**config.mk**
```make
export PLATFORM = sky130hd
export DESIGN_NAME = positional_list_store
export DESIGN_NICKNAME = d
export VERILOG_FILES = /design/src/rtl/pls_pkg.sv /design/src/rtl/pls_ram.sv /design/src/rtl/pls_ctrl.sv /design/src/rtl/pls_dp.sv /design/src/rtl/positional_list_store.sv
export VERILOG_INCLUDE_DIRS = /design/src /design/src/rtl
export SDC_FILE = /design/constraint.sdc
export NUM_CORES = 1
export LEC_CHECK = 0
export BUFFER_PORTS_ARGS = -buffer_cell sky130_fd_sc_hd__buf_2
export CORE_UTILIZATION = 25
export DETAILED_ROUTE_END_ITERATION = 6
export GPL_TIMING_DRIVEN = 1
export PLACE_DENSITY = 0.51
export RECOVER_POWER = 100
export SETUP_SLACK_MARGIN = 0.1
export SLEW_MARGIN = 10
export SYNTH_ARGS = -nofsm -noshare
export SYNTH_HDL_FRONTEND = slang
export SYNTH_HIERARCHICAL = 1
export SYNTH_SLANG_ARGS = --single-unit
```
**constraint.sdc**
```tcl
create_clock -name clock -period 7.1 [get_ports clock]
set_input_delay 0.71 -clock clock [delete_from_list [all_inputs] [get_ports clock]]
set_output_delay 0.71 -clock clock [all_outputs]
set_load 0.005 [all_outputs]
```
**src/rtl/positional_list_store_assert.svh**
```systemverilog
// ----------------------------------------------------------------------------
// Positional list store assertion macros
// Shorthand for the concurrent checks used inside the list store datapath.
// ----------------------------------------------------------------------------
`ifndef POSITIONAL_LIST_STORE_ASSERT_SVH
`define POSITIONAL_LIST_STORE_ASSERT_SVH

// Same-cycle implication, disabled during reset.
`define PLS_ASSERT_IMP(label, clk, rst, ante, cons) \
   label: assert property (@(posedge clk) disable iff (rst) (ante) |-> (cons)) \
      else $error("positional_list_store: check failed");

// Next-cycle implication, disabled during reset.
`define PLS_ASSERT_NEXT(label, clk, rst, ante, cons) \
   label: assert property (@(posedge clk) disable iff (rst) (ante) |=> (cons)) \
      else $error("positional_list_store: check failed");

`endif

```
**src/rtl/pls_pkg.sv**
```systemverilog
// ----------------------------------------------------------------------------
// Positional list store package
// Command codes, controller states and the control and status bundles.
// ----------------------------------------------------------------------------
package pls_pkg;

   localparam int FUNC_W = 3;
   localparam int POS_W  = 8;
   localparam int VAL_W  = 8;
   localparam int CNT_W  = 8;

   typedef enum logic [FUNC_W-1:0] {
      FUNC_CLEAR  = 3'd0,
      FUNC_GET    = 3'd1,
      FUNC_LOCATE = 3'd2,
      FUNC_INSERT = 3'd3,
      FUNC_DELETE = 3'd4
   } pls_func_type;

   typedef enum logic [2:0] {
      ST_IDLE,
      ST_CHECK,
      ST_WALK,
      ST_INS_WR,
      ST_DONE
   } pls_state_type;

   typedef struct packed {
      logic load;
      logic check;
      logic walk;
      logic ins_write;
      logic respond;
   } pls_cmd_type;

   typedef struct packed {
      logic [FUNC_W-1:0] func;
      logic              legal;
      logic              moves;
      logic              walk_last;
      logic              out_free;
   } pls_stat_type;

endpackage

```
**src/rtl/pls_ram.sv**
```systemverilog
// ----------------------------------------------------------------------------
// Generic single-port-write RAM
// One write port and one read port with registered read data.
// ----------------------------------------------------------------------------
module pls_ram #(
   parameter int WIDTH = 8,
   parameter int DEPTH = 128
) (
   input  logic                     clock,
   input  logic                     wr_en,
   input  logic [$clog2(DEPTH)-1:0] wr_addr,
   input  logic [WIDTH-1:0]         wr_data,
   input  logic [$clog2(DEPTH)-1:0] rd_addr,
   output logic [WIDTH-1:0]         rd_data
);

   logic [WIDTH-1:0] mem_ff [DEPTH];
   logic [WIDTH-1:0] rd_data_ff;

   always_ff @(posedge clock) begin
      if (wr_en) begin
         mem_ff[wr_addr] <= wr_data;
      end
      rd_data_ff <= mem_ff[rd_addr];
   end

   assign rd_data = rd_data_ff;

endmodule

```
**src/rtl/pls_ctrl.sv**
```systemverilog
// ----------------------------------------------------------------------------
// Positional list store controller
// Sequences each command through check and response, with entry walk and insert write as needed.
// ----------------------------------------------------------------------------
module pls_ctrl (
   input  logic                  clock,
   input  logic                  reset,
   input  logic                  req_valid,
   output logic                  req_stall,
   input  pls_pkg::pls_stat_type stat,
   output pls_pkg::pls_cmd_type  cmd
);

   import pls_pkg::*;

   pls_state_type state_ff;
   pls_state_type state_in;

   always_comb begin
      state_in = state_ff;
      case (state_ff)
         ST_IDLE: begin
            if (req_valid) begin
               state_in = ST_CHECK;
            end
         end
         ST_CHECK: begin
            if (!stat.legal) begin
               state_in = ST_DONE;
            end else begin
               case (stat.func)
                  FUNC_GET, FUNC_LOCATE, FUNC_DELETE: state_in = ST_WALK;
                  FUNC_INSERT: state_in = stat.moves ? ST_WALK : ST_INS_WR;
                  default:     state_in = ST_DONE;
               endcase
            end
         end
         ST_WALK: begin
            if (stat.walk_last) begin
               state_in = (stat.func == FUNC_INSERT) ? ST_INS_WR : ST_DONE;
            end
         end
         ST_INS_WR: state_in = ST_DONE;
         ST_DONE: begin
            if (stat.out_free) begin
               state_in = ST_IDLE;
            end
         end
         default: state_in = ST_IDLE;
      endcase
   end

   always_comb begin
      cmd       = '0;
      req_stall = 1'b1;
      case (state_ff)
         ST_IDLE: begin
            req_stall = 1'b0;
            cmd.load  = req_valid;
         end
         ST_CHECK:  cmd.check     = 1'b1;
         ST_WALK:   cmd.walk      = 1'b1;
         ST_INS_WR: cmd.ins_write = 1'b1;
         ST_DONE:   cmd.respond   = stat.out_free;
         default:   cmd           = '0;
      endcase
   end

   always_ff @(posedge clock) begin
      if (reset) begin
         state_ff <= ST_IDLE;
      end else begin
         state_ff <= state_in;
      end
   end

endmodule

```
**src/rtl/pls_dp.sv**
```systemverilog
// ----------------------------------------------------------------------------
// Positional list store datapath
// Entry memory, length, walk address, result capture and output register.
// ----------------------------------------------------------------------------
`include "positional_list_store_assert.svh"

module pls_dp #(
   parameter int CAPACITY = 128
) (
   input  logic                         clock,
   input  logic                         reset,
   input  pls_pkg::pls_cmd_type         cmd,
   output pls_pkg::pls_stat_type        stat,
   input  logic [pls_pkg::FUNC_W-1:0]   req_func,
   input  logic [pls_pkg::POS_W-1:0]    req_position,
   input  logic [pls_pkg::VAL_W-1:0]    req_item_value,
   input  logic                         rsp_stall,
   output logic                         rsp_valid,
   output logic                         rsp_ok,
   output logic [pls_pkg::VAL_W-1:0]    rsp_read_value,
   output logic [pls_pkg::CNT_W-1:0]    rsp_found_position,
   output logic [pls_pkg::CNT_W-1:0]    rsp_count
);

   import pls_pkg::*;

   localparam int AW = $clog2(CAPACITY);
   localparam int LW = $clog2(CAPACITY + 1);
   localparam int WW = ((LW > POS_W) ? LW : POS_W) + 1;

   logic [FUNC_W-1:0] func_ff, func_in;
   logic [POS_W-1:0]  pos_ff, pos_in;
   logic [VAL_W-1:0]  val_ff, val_in;
   logic [LW-1:0]     len_ff, len_in;
   logic [AW-1:0]     addr_ff, addr_in;
   logic [AW-1:0]     prev_ff, prev_in;
   logic              res_ok_ff, res_ok_in;
   logic [VAL_W-1:0]  res_rd_ff, res_rd_in;
   logic [CNT_W-1:0]  res_found_ff, res_found_in;
   logic              rsp_valid_ff, rsp_valid_in;
   logic              rsp_ok_ff, rsp_ok_in;
   logic [VAL_W-1:0]  rsp_rd_ff, rsp_rd_in;
   logic [CNT_W-1:0]  rsp_found_ff, rsp_found_in;
   logic [CNT_W-1:0]  rsp_count_ff, rsp_count_in;

   logic [WW-1:0]     pos_w, len_w, prev_w, one_w, req_pos_w, start_w, found_w;
   logic              legal, first, match, walk_last;
   logic              del_done;
   logic              wr_en;
   logic [AW-1:0]     wr_addr;
   logic [VAL_W-1:0]  wr_data;
   logic [VAL_W-1:0]  rd_data;

   assign pos_w     = WW'(pos_ff);
   assign len_w     = WW'(len_ff);
   assign prev_w    = WW'(prev_ff);
   assign one_w     = WW'(1);
   assign req_pos_w = WW'(req_position);
   assign found_w   = prev_w + one_w;
   assign first     = (prev_w == pos_w - one_w);
   assign match     = (rd_data == val_ff);

   always_comb begin
      case (func_ff)
         FUNC_CLEAR:  legal = 1'b1;
         FUNC_GET:    legal = (pos_w != '0) && (pos_w <= len_w);
         FUNC_LOCATE: legal = (len_w != '0);
         FUNC_INSERT: legal = (pos_w != '0) && (pos_w <= len_w + one_w) &&
                              (len_w < WW'(CAPACITY));
         FUNC_DELETE: legal = (pos_w != '0) && (pos_w <= len_w);
         default:     legal = 1'b0;
      endcase
   end

   always_comb begin
      case (func_ff)
         FUNC_LOCATE: walk_last = match || (prev_w == len_w - one_w);
         FUNC_INSERT: walk_last = first;
         FUNC_DELETE: walk_last = (prev_w == len_w - one_w);
         default:     walk_last = 1'b1;
      endcase
   end

   assign del_done = cmd.walk && walk_last && (func_ff == FUNC_DELETE);

   always_comb begin
      case (req_func)
         FUNC_INSERT:           start_w = WW'(len_ff) - one_w;
         FUNC_GET, FUNC_DELETE: start_w = req_pos_w - one_w;
         default:               start_w = '0;
      endcase
   end

   always_comb begin
      stat.func      = func_ff;
      stat.legal     = legal;
      stat.moves     = (pos_w <= len_w);
      stat.walk_last = walk_last;
      stat.out_free  = !rsp_valid_ff || !rsp_stall;
   end

   always_comb begin
      wr_en   = 1'b0;
      wr_addr = AW'(prev_w + one_w);
      wr_data = rd_data;
      if (cmd.walk && (func_ff == FUNC_INSERT)) begin
         wr_en = 1'b1;
      end
      if (cmd.walk && (func_ff == FUNC_DELETE) && !first) begin
         wr_en   = 1'b1;
         wr_addr = AW'(prev_w - one_w);
      end
      if (cmd.ins_write) begin
         wr_en   = 1'b1;
         wr_addr = AW'(pos_w - one_w);
         wr_data = val_ff;
      end
   end

   pls_ram #(
      .WIDTH(VAL_W),
      .DEPTH(CAPACITY)
   ) u_entries (
      .clock  (clock),
      .wr_en  (wr_en),
      .wr_addr(wr_addr),
      .wr_data(wr_data),
      .rd_addr(addr_ff),
      .rd_data(rd_data)
   );

   always_comb begin
      func_in      = func_ff;
      pos_in       = pos_ff;
      val_in       = val_ff;
      len_in       = len_ff;
      addr_in      = addr_ff;
      prev_in      = prev_ff;
      res_ok_in    = res_ok_ff;
      res_rd_in    = res_rd_ff;
      res_found_in = res_found_ff;
      rsp_valid_in = rsp_valid_ff;
      rsp_ok_in    = rsp_ok_ff;
      rsp_rd_in    = rsp_rd_ff;
      rsp_found_in = rsp_found_ff;
      rsp_count_in = rsp_count_ff;

      if (cmd.load) begin
         func_in      = req_func;
         pos_in       = req_position;
         val_in       = req_item_value;
         addr_in      = AW'(start_w);
         res_ok_in    = 1'b0;
         res_rd_in    = '0;
         res_found_in = '0;
      end

      if (cmd.check || cmd.walk) begin
         prev_in = addr_ff;
         addr_in = (func_ff == FUNC_INSERT) ? addr_ff - AW'(1) : addr_ff + AW'(1);
      end

      if (cmd.check && (func_ff == FUNC_CLEAR)) begin
         len_in    = '0;
         res_ok_in = 1'b1;
      end

      if (cmd.walk) begin
         case (func_ff)
            FUNC_GET: begin
               res_ok_in = 1'b1;
               res_rd_in = rd_data;
            end
            FUNC_LOCATE: begin
               if (match) begin
                  res_ok_in    = 1'b1;
                  res_found_in = found_w[CNT_W-1:0];
               end
            end
            FUNC_DELETE: begin
               if (first) begin
                  res_rd_in = rd_data;
               end
               if (walk_last) begin
                  res_ok_in = 1'b1;
                  len_in    = len_ff - LW'(1);
               end
            end
            default: res_ok_in = res_ok_ff;
         endcase
      end

      if (cmd.ins_write) begin
         len_in    = len_ff + LW'(1);
         res_ok_in = 1'b1;
      end

      if (rsp_valid_ff && !rsp_stall) begin
         rsp_valid_in = 1'b0;
      end
      if (cmd.respond) begin
         rsp_valid_in = 1'b1;
         rsp_ok_in    = res_ok_ff;
         rsp_rd_in    = res_rd_ff;
         rsp_found_in = res_found_ff;
         rsp_count_in = len_w[CNT_W-1:0];
      end
   end

   always_ff @(posedge clock) begin
      if (reset) begin
         len_ff       <= '0;
         rsp_valid_ff <= 1'b0;
      end else begin
         len_ff       <= len_in;
         rsp_valid_ff <= rsp_valid_in;
      end
   end

   always_ff @(posedge clock) begin
      func_ff      <= func_in;
      pos_ff       <= pos_in;
      val_ff       <= val_in;
      addr_ff      <= addr_in;
      prev_ff      <= prev_in;
      res_ok_ff    <= res_ok_in;
      res_rd_ff    <= res_rd_in;
      res_found_ff <= res_found_in;
      rsp_ok_ff    <= rsp_ok_in;
      rsp_rd_ff    <= rsp_rd_in;
      rsp_found_ff <= rsp_found_in;
      rsp_count_ff <= rsp_count_in;
   end

   assign rsp_valid          = rsp_valid_ff;
   assign rsp_ok             = rsp_ok_ff;
   assign rsp_read_value     = rsp_rd_ff;
   assign rsp_found_position = rsp_found_ff;
   assign rsp_count          = rsp_count_ff;

   `PLS_ASSERT_IMP(a_len_cap, clock, reset, 1'b1, len_ff <= LW'(CAPACITY))
   `PLS_ASSERT_IMP(a_ins_room, clock, reset, cmd.ins_write, len_ff < LW'(CAPACITY))
   `PLS_ASSERT_IMP(a_rsp_free, clock, reset, cmd.respond, !rsp_valid_ff || !rsp_stall)
   `PLS_ASSERT_NEXT(a_load_clr, clock, reset, cmd.load, !res_ok_ff)
   `PLS_ASSERT_NEXT(a_del_len, clock, reset, del_done, len_ff == $past(len_ff) - LW'(1))

endmodule

```
**src/rtl/positional_list_store.sv**
```systemverilog
// ----------------------------------------------------------------------------
// Positional list store
// Bounded ordered list of bytes with clear, get, locate, insert and delete.
// ----------------------------------------------------------------------------
// One command is in work at a time: a new one is taken only once the last has
// been passed to the output register. The walk over the entry RAM moves one
// entry per cycle through its ports. A finished item waits in the output
// register while the next is accepted. Reset empties the list; stored entries
// are not cleared and need no sweep.
// ----------------------------------------------------------------------------
module positional_list_store #(
   parameter int CAPACITY = 128
) (
   input  logic                       clock,
   input  logic                       reset,
   input  logic                       req_valid,
   output logic                       req_stall,
   input  logic [pls_pkg::FUNC_W-1:0] req_func,
   input  logic [pls_pkg::POS_W-1:0]  req_position,
   input  logic [pls_pkg::VAL_W-1:0]  req_item_value,
   output logic                       rsp_valid,
   input  logic                       rsp_stall,
   output logic                       rsp_ok,
   output logic [pls_pkg::VAL_W-1:0]  rsp_read_value,
   output logic [pls_pkg::CNT_W-1:0]  rsp_found_position,
   output logic [pls_pkg::CNT_W-1:0]  rsp_count
);

   import pls_pkg::*;

   pls_cmd_type  cmd;
   pls_stat_type stat;

   pls_ctrl u_ctrl (
      .clock    (clock),
      .reset    (reset),
      .req_valid(req_valid),
      .req_stall(req_stall),
      .stat     (stat),
      .cmd      (cmd)
   );

   pls_dp #(
      .CAPACITY(CAPACITY)
   ) u_dp (
      .clock             (clock),
      .reset             (reset),
      .cmd               (cmd),
      .stat              (stat),
      .req_func          (req_func),
      .req_position      (req_position),
      .req_item_value    (req_item_value),
      .rsp_stall         (rsp_stall),
      .rsp_valid         (rsp_valid),
      .rsp_ok            (rsp_ok),
      .rsp_read_value    (rsp_read_value),
      .rsp_found_position(rsp_found_position),
      .rsp_count         (rsp_count)
   );

endmodule

```
Yosys cells after proc, flatten, opt, wreduce, memory -nomap -nowiden
Memories as Yosys holds them, arrays and structs flattened. A register that Yosys moved wholly into a read port is not among the register bits.
Index checks and enable logic that the tools add are counted.

storage, ports and cells
  register bits after elaboration = 87
  RAM bits = 1024
  bits of input ports = 23
  output and inout port bits = 27
  logic and storage cells = 120
  memories kept = 1

cells by class
  add/subtract/negate cells = 10
  magnitude comparators = 3
  equal/unequal tests = 18
  muxes and demuxes = 49
  reduce and logical (&&, ||, !) cells = 24

memory list
  memory                 words  width  read ports  clocked after Yosys merged registers in  wr ports  RTL line       RTL
  u_dp.u_entries.mem_ff  128    8      1           1                                        1         pls_ram.sv:17  logic [WIDTH-1:0] mem_ff [DEPTH];

operator list
  operator             number
  $mux 8               13
  $mux 7               5
  $sub 7x1->7 const B  3
  $mux 1               19
  $eq 7x9->1           2
  $reduce_bool 9->1    2
  $sub 8x1->9 const B  2
  $pmux 8 s2           1
  $eq 3x2->1 const B   5
  $mux 3               5
  $pmux 3 s5           1
  $pmux 7 s2           1
  $add 8x1->9 const B  1
  $eq 3x1->1 const B   3
  $eq 3x3->1 const B   3
  $le 8x9->1           1
  $add 7x1->8 const B  1
  $add 8x1->8 const B  1
  $eq 8x8->1           1
  $le 8x8->1           1
  $logic_and 1x1->1    8
  $lt 8x8->1 const B   1
  $sub 8x1->8 const B  1
  $add 7x1->7 const B  1
  other kinds (13)     22

Logic depth before layout (Yosys ltp)
Gate-level depths: netlist of the first run.

  depth in word-level cells = 8
  depth in mapped cells = 16
  gate-level depth less buffers = 14

Modules after synthesis
Netlist of the first run, hierarchy kept.

modules (own cells, without submodules)
  module    times used  cells an instance  area each (sq um)  seq. area each (sq um)
  pls_ram   1           1635               39665.5            30909.6
  pls_dp    1           495                5023.6             2262.2
  pls_ctrl  1           35                 262.8              60.1

Least setup slack after synthesis of the first run
Ideal clock, no wire load.

  path kind = reg-to-reg
  from = register u_ctrl.state_ff[1]
  to = memory u_dp.u_entries.mem_ff[0][0], data pin
  setup time = 1197 ps
  arrival time = 5871 ps
  slack = 32 ps
  cell stages (with the launch flop) = 5
  buffers on the path = 1
  period minus slack after synthesis = 7068 ps
  cells stage by stage = dfxtp_1 nor2b_1 and2_2 clkbuf_1 o21ai_0

RTL lines
  item                      RTL line        RTL
  start: declaration        pls_ctrl.sv:16  pls_state_type state_ff;
  start signal: assignment  pls_ctrl.sv:73  state_ff <= state_in;
  end: declaration          pls_ram.sv:17

Worst setup path after layout of the first run
  from = register u_dp.pos_ff[0]
  to = memory u_dp.u_entries.mem_ff[100][7], enable pin

between the ends
  elaborated cells between the ends (all ways) = 10

RTL lines
  item                       RTL line       RTL
  start: declaration         pls_dp.sv:32   logic [POS_W-1:0] pos_ff, pos_in;
  start signal: assignment   pls_dp.sv:222  pos_ff <= pos_in;
  $sub 8x1->9 (*)            pls_dp.sv:60   assign first = (prev_w == pos_w - one_w);
  $eq 7x9->1                 pls_dp.sv:60
  $logic_not 1->1            pls_dp.sv:109  if (cmd.walk && (func_ff == FUNC_DELETE) && !first) begin
  $logic_and 1x1->1          pls_dp.sv:109
  $mux 7                     pls_dp.sv:109
  $mux 7 (*)                 pls_dp.sv:113  if (cmd.ins_write) begin
  named net u_dp.wr_addr[5]  pls_dp.sv:50   logic [AW-1:0] wr_addr;

The timed path passes the listed nets; every way through them passes the cells marked *.

==> results_dict.tcl, run 1 <==
set metrics [dict create \
    outcome "finished with violations" \
    violations "capacitance limit, slew limit" \
    yosysSeqAreaShare_pct 73.9 \
    max_freq_ghz 0.161 \
    grt_usage_pct 12.2 \
    vias 21288 \
    num_io_pins 50 \
    wl_per_cell_um 23.4 \
    crit_slowest_cell "o21ai_0" \
    synthTopCellsByCount "edfxtp_1 (1,082), mux4_2 (336), nor2_1 (156)" \
    syn_nets 2218 \
    drive_gt1_share_pct 24.0 \
    slew_headroom_pct -103 \
    cp_num_buf_inv 1 \
    cts_resized 0 \
    cts_buffers 114 \
    synth_edf_count 1082 \
    worst_clock_skew_ps 41.9 \
    seq_power_share_pct 47.9 \
    critPathRequiredTime_ps 7440 \
    gp_routability_congestion 0.788 \
    critical-path-top-delay-family "simple AND/OR/NAND/NOR gates" \
    dieHeight_um 426 \
    cts_tree "done" \
    synth_area_per_cell_um2 20.8 \
    synth_top_area_cell "edfxtp_1" \
    area_delta_synth_final_pct 15.0 \
    final.setup.tns_ps 0 \
    power_leakage_uw 0.0155 \
    min_path_type "input port to flip-flop" \
    dr.first_iter.drc_count 1934 \
    synth_top_area_share_pct 72.3 \
    tightest_slew_ps 3010 \
    fillerInstances 17441 \
    grt_max_degree 113 \
    setup_violations 0 \
    initial_utilization_pct 25.2 \
    synth-async-reset-ratio_pct 0 \
    rsz0062_at_grt "false" \
    p_switching_uw 4790 \
    synth_warnings 6 \
    io_buffers 49 \
    crit_chain "inv_1 -> ha_1 -> nor3b_2 -> xnor3_1 -> o21ai_1 -> nor4_1 -> nor2_1 -> a41oi_1 -> xor2_1 -> o21ai_0 -> nand4_1 -> nor3_1" \
    yosysMostFrequentCell "edfxtp_1" \
    p_clk_share_pct 34.1 \
    grt_overflow_total 0 \
    p_int_uw 12700 \
    crit_arrival_ps 6550 \
    dp.cells 4508 \
    dp_hpwl_mm 67.5 \
    p_comb_share_pct 18.0 \
    drcViolationCount 0 \
    grt_pass1_wl_mm 161 \
    drv_cap 12 \
    slew_viol_final 484 \
    cts_sinks 1119 \
    synthDistinctLibCells 69 \
    antennaDiodeCount 0 \
    dominantRegCellSynth "edfxtp_1" \
    cts-root-buf "clkbuf_16" \
    postCtsHoldBufs 0 \
    core_area_mm2 0.178 \
    synthTopCellsByArea "edfxtp_1 (72%), mux4_2 (17%), dfxtp_1 (1.6%), nor2_1 (1.3%), ha_1 (0.81%)" \
    critPathMaxFanout 8 \
    ir_worst_vdd_uv 256 \
    clock_latency_ps 740 \
    multi_input_area_mm2 0.0111 \
    criticalPathCategory "flip-flop to flip-flop" \
    synthCells 2165 \
    netSwitchingFraction_pct 27.4 \
    cts_setup_buffers 0 \
    slowest_delay_ps 1240 \
    finalCritPeriodShare_pct 87.5 \
    path_clk_slew_ps 60 \
    ys_ff_latch 1119 \
    hold_viol 0 \
    power.density_mw_per_mm2 338 \
    min_period_ps 6210 \
    antenna_found_initial 6 \
    layoutNonFillerInstCount 4719 \
    htree_levels 3 \
    nNetsFinal 2322 \
    clock_path_buffers 3 \
    drt_wl_total_mm 110 \
    drt_pass1_iterations 5 \
    antenna_left 0 \
    cp-start-kind "flip-flop" \
    viasPerCell 4.51 \
    die_w_um 426 \
    rows 155 \
    grt_pass1_vias 21785 \
    endpoint_kind "flip-flop" \
    syn-cell-area_mm2 0.0450 \
    seqCellArea_mm2 0.0332 \
    die_area_mm2 0.182 \
]
-- cell families after synthesis --
family                     after synthesis  synth area share [%]
DFF                                   1119                  73.9
muxes                                  355                  17.3
AOI/OAI and AO/OA                      115                  1.68
xor gates and xnor gates                61                  1.31
and+or+nand+nor                        333                  3.48
adders and majority gates               30                 0.852
buffers and inverters                  152                  1.46
-- placed cells by master, fill, tap and decap left out, types with 13 or more instances in the layout --
cell type,count
o21ai_0,28
clkbuf_1,75
a21oi_1,26
inv_1,36
bufinv_16,13
nor2b_1,14
clkbuf_16,114
buf_2,19
edfxtp_1,1082
xnor2_1,38
dfxtp_1,37
clkinv_1,30
ha_1,29
clkinv_2,17
xor2_1,19
nor2_1,156
nand2_1,51
buf_4,23
nor3_1,21
mux4_2,336
nand3_1,37
o22ai_1,13
-- sequential cells by signal (all words and copies together) (netlist names), 3 cells and up --
name	count
u_dp/rsp_count	8
u_dp/res_found_ff	8
u_dp/res_rd_ff	8
u_dp/rsp_found_position	8
u_dp/val_ff	8
u_dp/u_entries/mem_ff	1024
u_ctrl/state_ff	3
u_dp/rsp_read_value	8
u_dp/len_ff	8
u_dp/u_entries/rd_data	8
u_dp/func_ff	3
u_dp/pos_ff	8
u_dp/prev_ff	7
u_dp/addr_ff	7
-- area by class of cell --
class                   count  area share [%]
well taps                2355            5.70
clock inverters            74            1.51
multi-input cells         894            21.4
inverters                  38           0.276
clock buffers             137            5.69
repair buffers            102            1.15
flip-flops and latches   1119            64.3
-- worst paths after layout --
check / startpoint / to / slack, ps / depth (start not counted)
max reg2reg: u_dp/pos_ff[0] / u_dp/u_entries/mem_ff[100][7] / 890 / 12
min: req_item_value[1] / u_dp/val_ff[1] / 160 / 1
max: u_dp/pos_ff[0] / u_dp/u_entries/mem_ff[100][7] / 890 / 12
min reg2reg: u_dp/res_rd_ff[7] / u_dp/rsp_read_value[7] / 440 / 0
-- layer usage --
layer / up-vias / part of all wire, % / track usage, %
met3: 129 / 6.3 / 2.44
met1: 11364 / 44 / 16.9
met5: - / 0.012 / 0
met4: 2 / 2.0 / 3.35
met2: 639 / 48 / 19.3
li1: 9154 / - / -
-- power groups by stage --
stage / sequential, uW / combinational (uW) / clock (uW)
floorplan: 8700 / 1850 / 0
global route: 8400 / 3370 / 6370
CTS: 8340 / 3300 / 6130
finish: 8380 / 3140 / 5970
global placement: 8480 / 3280 / 0
detailed placement: 8480 / 3310 / 0
-- stage by stage --
| stage | util (%) | total power, uW | instance area, um^2 | worst slack (ps) | hold WS, ps |
|---|---|---|---|---|---|
| after global placement | 27.0 | 11800 | 48200 | 1530 | 418 |
| after floorplan | - | 10600 | 45000 | 32.0 | 406 |
| after global routing | 29.0 | 18100 | 51700 | 595 | 127 |
| after detailed placement | 27.0 | 11800 | 48200 | 1530 | 421 |
| after CTS | 29.1 | 17800 | 51900 | 1480 | 105 |
| final | 29.0 | 17500 | 51700 | 891 | 158 |
Power figures use the tool's default switching activity.
==> run 2: changes to the inputs <==
--- a/config.mk
+++ b/config.mk
@@ -6,11 +6,12 @@
 export SDC_FILE = /design/constraint.sdc
 export NUM_CORES = 1
 export LEC_CHECK = 0
-export BUFFER_PORTS_ARGS = -buffer_cell sky130_fd_sc_hd__buf_2
+export ABC_AREA = 1
 export CORE_UTILIZATION = 25
 export DETAILED_ROUTE_END_ITERATION = 6
+export DONT_BUFFER_PORTS = 1
 export GPL_TIMING_DRIVEN = 1
-export PLACE_DENSITY = 0.51
+export PLACE_DENSITY_LB_ADDON = 0.1
 export RECOVER_POWER = 100
 export SETUP_SLACK_MARGIN = 0.1
 export SLEW_MARGIN = 10
==> run 2 against run 1 <==
The flow still finishes with violations (capacitance limit, slew limit). Clock power increased by 13%. First-iteration DRC count increased by 28%. Count of clock-buffer cells in the layout increased by 47. Setup slack improved by 360 ps. Non-clock buffer count decreased by 22. Via count increased by 49%. Total power increased by 14%. Sequential power increased by 2%. Register-to-register slack improved by 360 ps. Critical endpoint is now u_dp/u_entries/mem_ff[11][0].
==> results_dict.tcl, run 2 <==
set metrics [dict create \
    slew_headroom_pct -181 \
    synth_top_area_cell "edfxtp_1" \
    dr.first_iter.drc_count 2484 \
    synth_top_area_share_pct 67.7 \
    die_area_mm2 0.194 \
    seq_power_share_pct 42.8 \
    ir_worst_vdd_uv 433 \
    synth_edf_count 1082 \
    netSwitchingFraction_pct 33.8 \
    grt_usage_pct 16.4 \
    path_common_cell "nand2_1" \
    top_layer "met4" \
    critPathRequiredTime_ps 7460 \
    synth_area_per_cell_um2 11.0 \
    hold_ws_ps 91.8 \
    io_buffers 0 \
    htree_levels 4 \
    synthCells 4343 \
    p_switching_uw 6750 \
    cts_setup_buffers 0 \
    criticalPathCategory "flip-flop to flip-flop" \
    final_common_cell "nand2_1" \
    grt_pass1_vias 31935 \
    largest-register "u_dp/u_entries/mem_ff" \
    core_area_mm2 0.190 \
    cp-start-kind "flip-flop" \
    post-route-util_pct 28.6 \
    cts_resized 0 \
    final_cell_mix "nand2_1 (1,410), edfxtp_1 (1,082), nand3_1 (999)" \
    crit_chain "inv_2 -> ha_1 -> inv_1 -> nand2_1 -> nand2_1 -> nand2_1 -> nand2_1 -> nor2_1 -> nand2_1 -> nor2_4 -> nand2_4 -> nand2_1 -> nand2_1 -> o21ai_0 -> inv_1 -> inv_1 -> nor3_1 -> nand2_1 -> clkbuf_1 -> nor2_1" \
    min_path_type "input port to flip-flop" \
    drcViolationCount 0 \
    max_freq_ghz 0.171 \
    path_clk_slew_ps 50 \
    yosysSeqAreaShare_pct 69.3 \
    largest_reg_flops 1024 \
    grt_pass1_wl_mm 231 \
    final.setup.tns_ps 0 \
    cts_buffers 136 \
    crit_slowest_cell "clkbuf_1" \
    power.density_mw_per_mm2 367 \
    power_leakage_uw 0.0192 \
    postCtsHoldBufs 20 \
    hold_viol 0 \
    synthTopCellsByArea "edfxtp_1 (68%), nand2_1 (11%), nand3_1 (10%), dfxtp_1 (1.5%), nor2_1 (1.5%)" \
    syn_nets 4396 \
    antenna_found_initial 5 \
    drive_gt1_share_pct 5.96 \
    synth-async-reset-ratio_pct 0 \
    dieHeight_um 440 \
    dp_slack_ps 2030 \
    grt_max_degree 179 \
    vias 31746 \
    synthTopCellsByCount "nand2_1 (1,409), edfxtp_1 (1,082), nand3_1 (997)" \
    grt_overflow_total 0 \
    clock_path_buffers 3 \
    syn-cell-area_mm2 0.0480 \
    die_w_um 440 \
    endpoint_kind "flip-flop" \
    synth_warnings 6 \
    fin_ws_ps 1250 \
    min_path_cells 3 \
    dp_hpwl_mm 90.9 \
    antenna_left 0 \
    critPathMaxFanout 18 \
    slew_viol_final 1267 \
    ys_ff_latch 1119 \
    synthDistinctLibCells 50 \
    tightest_slew_ps 4210 \
    p_comb_share_pct 23.5 \
    p_clk_share_pct 33.8 \
    dominantRegCellSynth "edfxtp_1" \
    wl_per_cell_um 23.2 \
    min_period_ps 5850 \
    area_delta_synth_final_pct 13.7 \
    dp.cells 6659 \
    num_io_pins 50 \
    drt_wl_total_mm 161 \
    clock_latency_ps 780 \
    p_int_uw 13200 \
    initial_utilization_pct 25.2 \
    drv_cap 18 \
    rsz0062_at_grt "false" \
    outcome "finished with violations" \
    setup_violations 0 \
    ff2ff_path_depth 20 \
    drt_pass1_iterations 5 \
    crit_arrival_ps 6210 \
    dr_wl_met3_mm 6.32 \
    nNetsFinal 4359 \
    cts_sinks 1119 \
    cts_tree "done" \
    drt-met1-wl_mm 76.7 \
    cts-root-buf "clkbuf_16" \
    finalCritPeriodShare_pct 82.3 \
    wl_met2_mm 73.4 \
    worst_clock_skew_ps 34.0 \
    rows 160 \
    violations "capacitance limit, slew limit" \
    layoutNonFillerInstCount 6925 \
    viasPerCell 4.58 \
    gp_routability_congestion 0.802 \
    yosysMostFrequentCell "nand2_1" \
    slowest_delay_ps 1250 \
]
-- run 2: cell type report --
type	count	area, um^2
inverters	134	529
clock buffers	184	3740
diodes	2	5.00
flip-flops and latches	1119	33200
fillers	19760	136000
multi-input cells	2835	12800
well taps	2511	3140
repair buffers	80	628
clock inverters	60	490
-- run 2: worst max-delay path, delay by kind of cell, from the launching register on --
family | cells | cell delay [ps]
AOI/OAI and AO/OA | 1 | 680
buffers and inverters | 5 | 1970
adders and majority gates | 1 | 320
DFF | 1 | 400
and+or+nand+nor | 13 | 2000
-- run 2: power groups by stage --
stage          combinational [uW]  sequential, uW  clock, uW
2_1_floorplan                2570            8700          0
3_3_place_gp                 4950            8470          0
3_5_place_dp                 4900            8470          0
4_1_cts                      4920            8330       6970
5_1_grt                      5130            8580       7190
6_report                     4690            8550       6750
-- run 2: path summary, 6_finish.rpt --
check                    start                            to  slack, ps
max reg2reg     u_dp/pos_ff[0]  u_dp/u_entries/mem_ff[11][0]       1250
max             u_dp/pos_ff[0]  u_dp/u_entries/mem_ff[11][0]       1250
min                      reset                u_dp/len_ff[1]         90
min reg2reg  u_dp/res_rd_ff[1]        u_dp/rsp_read_value[1]        440
-- run 2: cells by family after synthesis --
group	after synthesis	share of synthesized area, %
adders and majority gates	30	0.798
buffers and inverters	389	4.16
AOI/OAI and AO/OA	109	1.34
and+or+nand+nor	2672	24.0
DFF	1119	69.3
xor gates and xnor gates	24	0.467
-- run 2: layer usage --
metal,global-route usage [%],up-vias
met5,0,-
met4,5.06,0
met3,2.38,205
met2,25.9,658
met1,23.2,15792
li1,-,15091
-- run 2: per-stage QoR --
step | total power [uW] | area (um^2)
3_3_place_gp | 13400 | 50300
3_5_place_dp | 13400 | 50300
2_1_floorplan | 11300 | 48000
6_report | 20000 | 54500
4_1_cts | 20200 | 54800
5_1_grt | 20900 | 54500
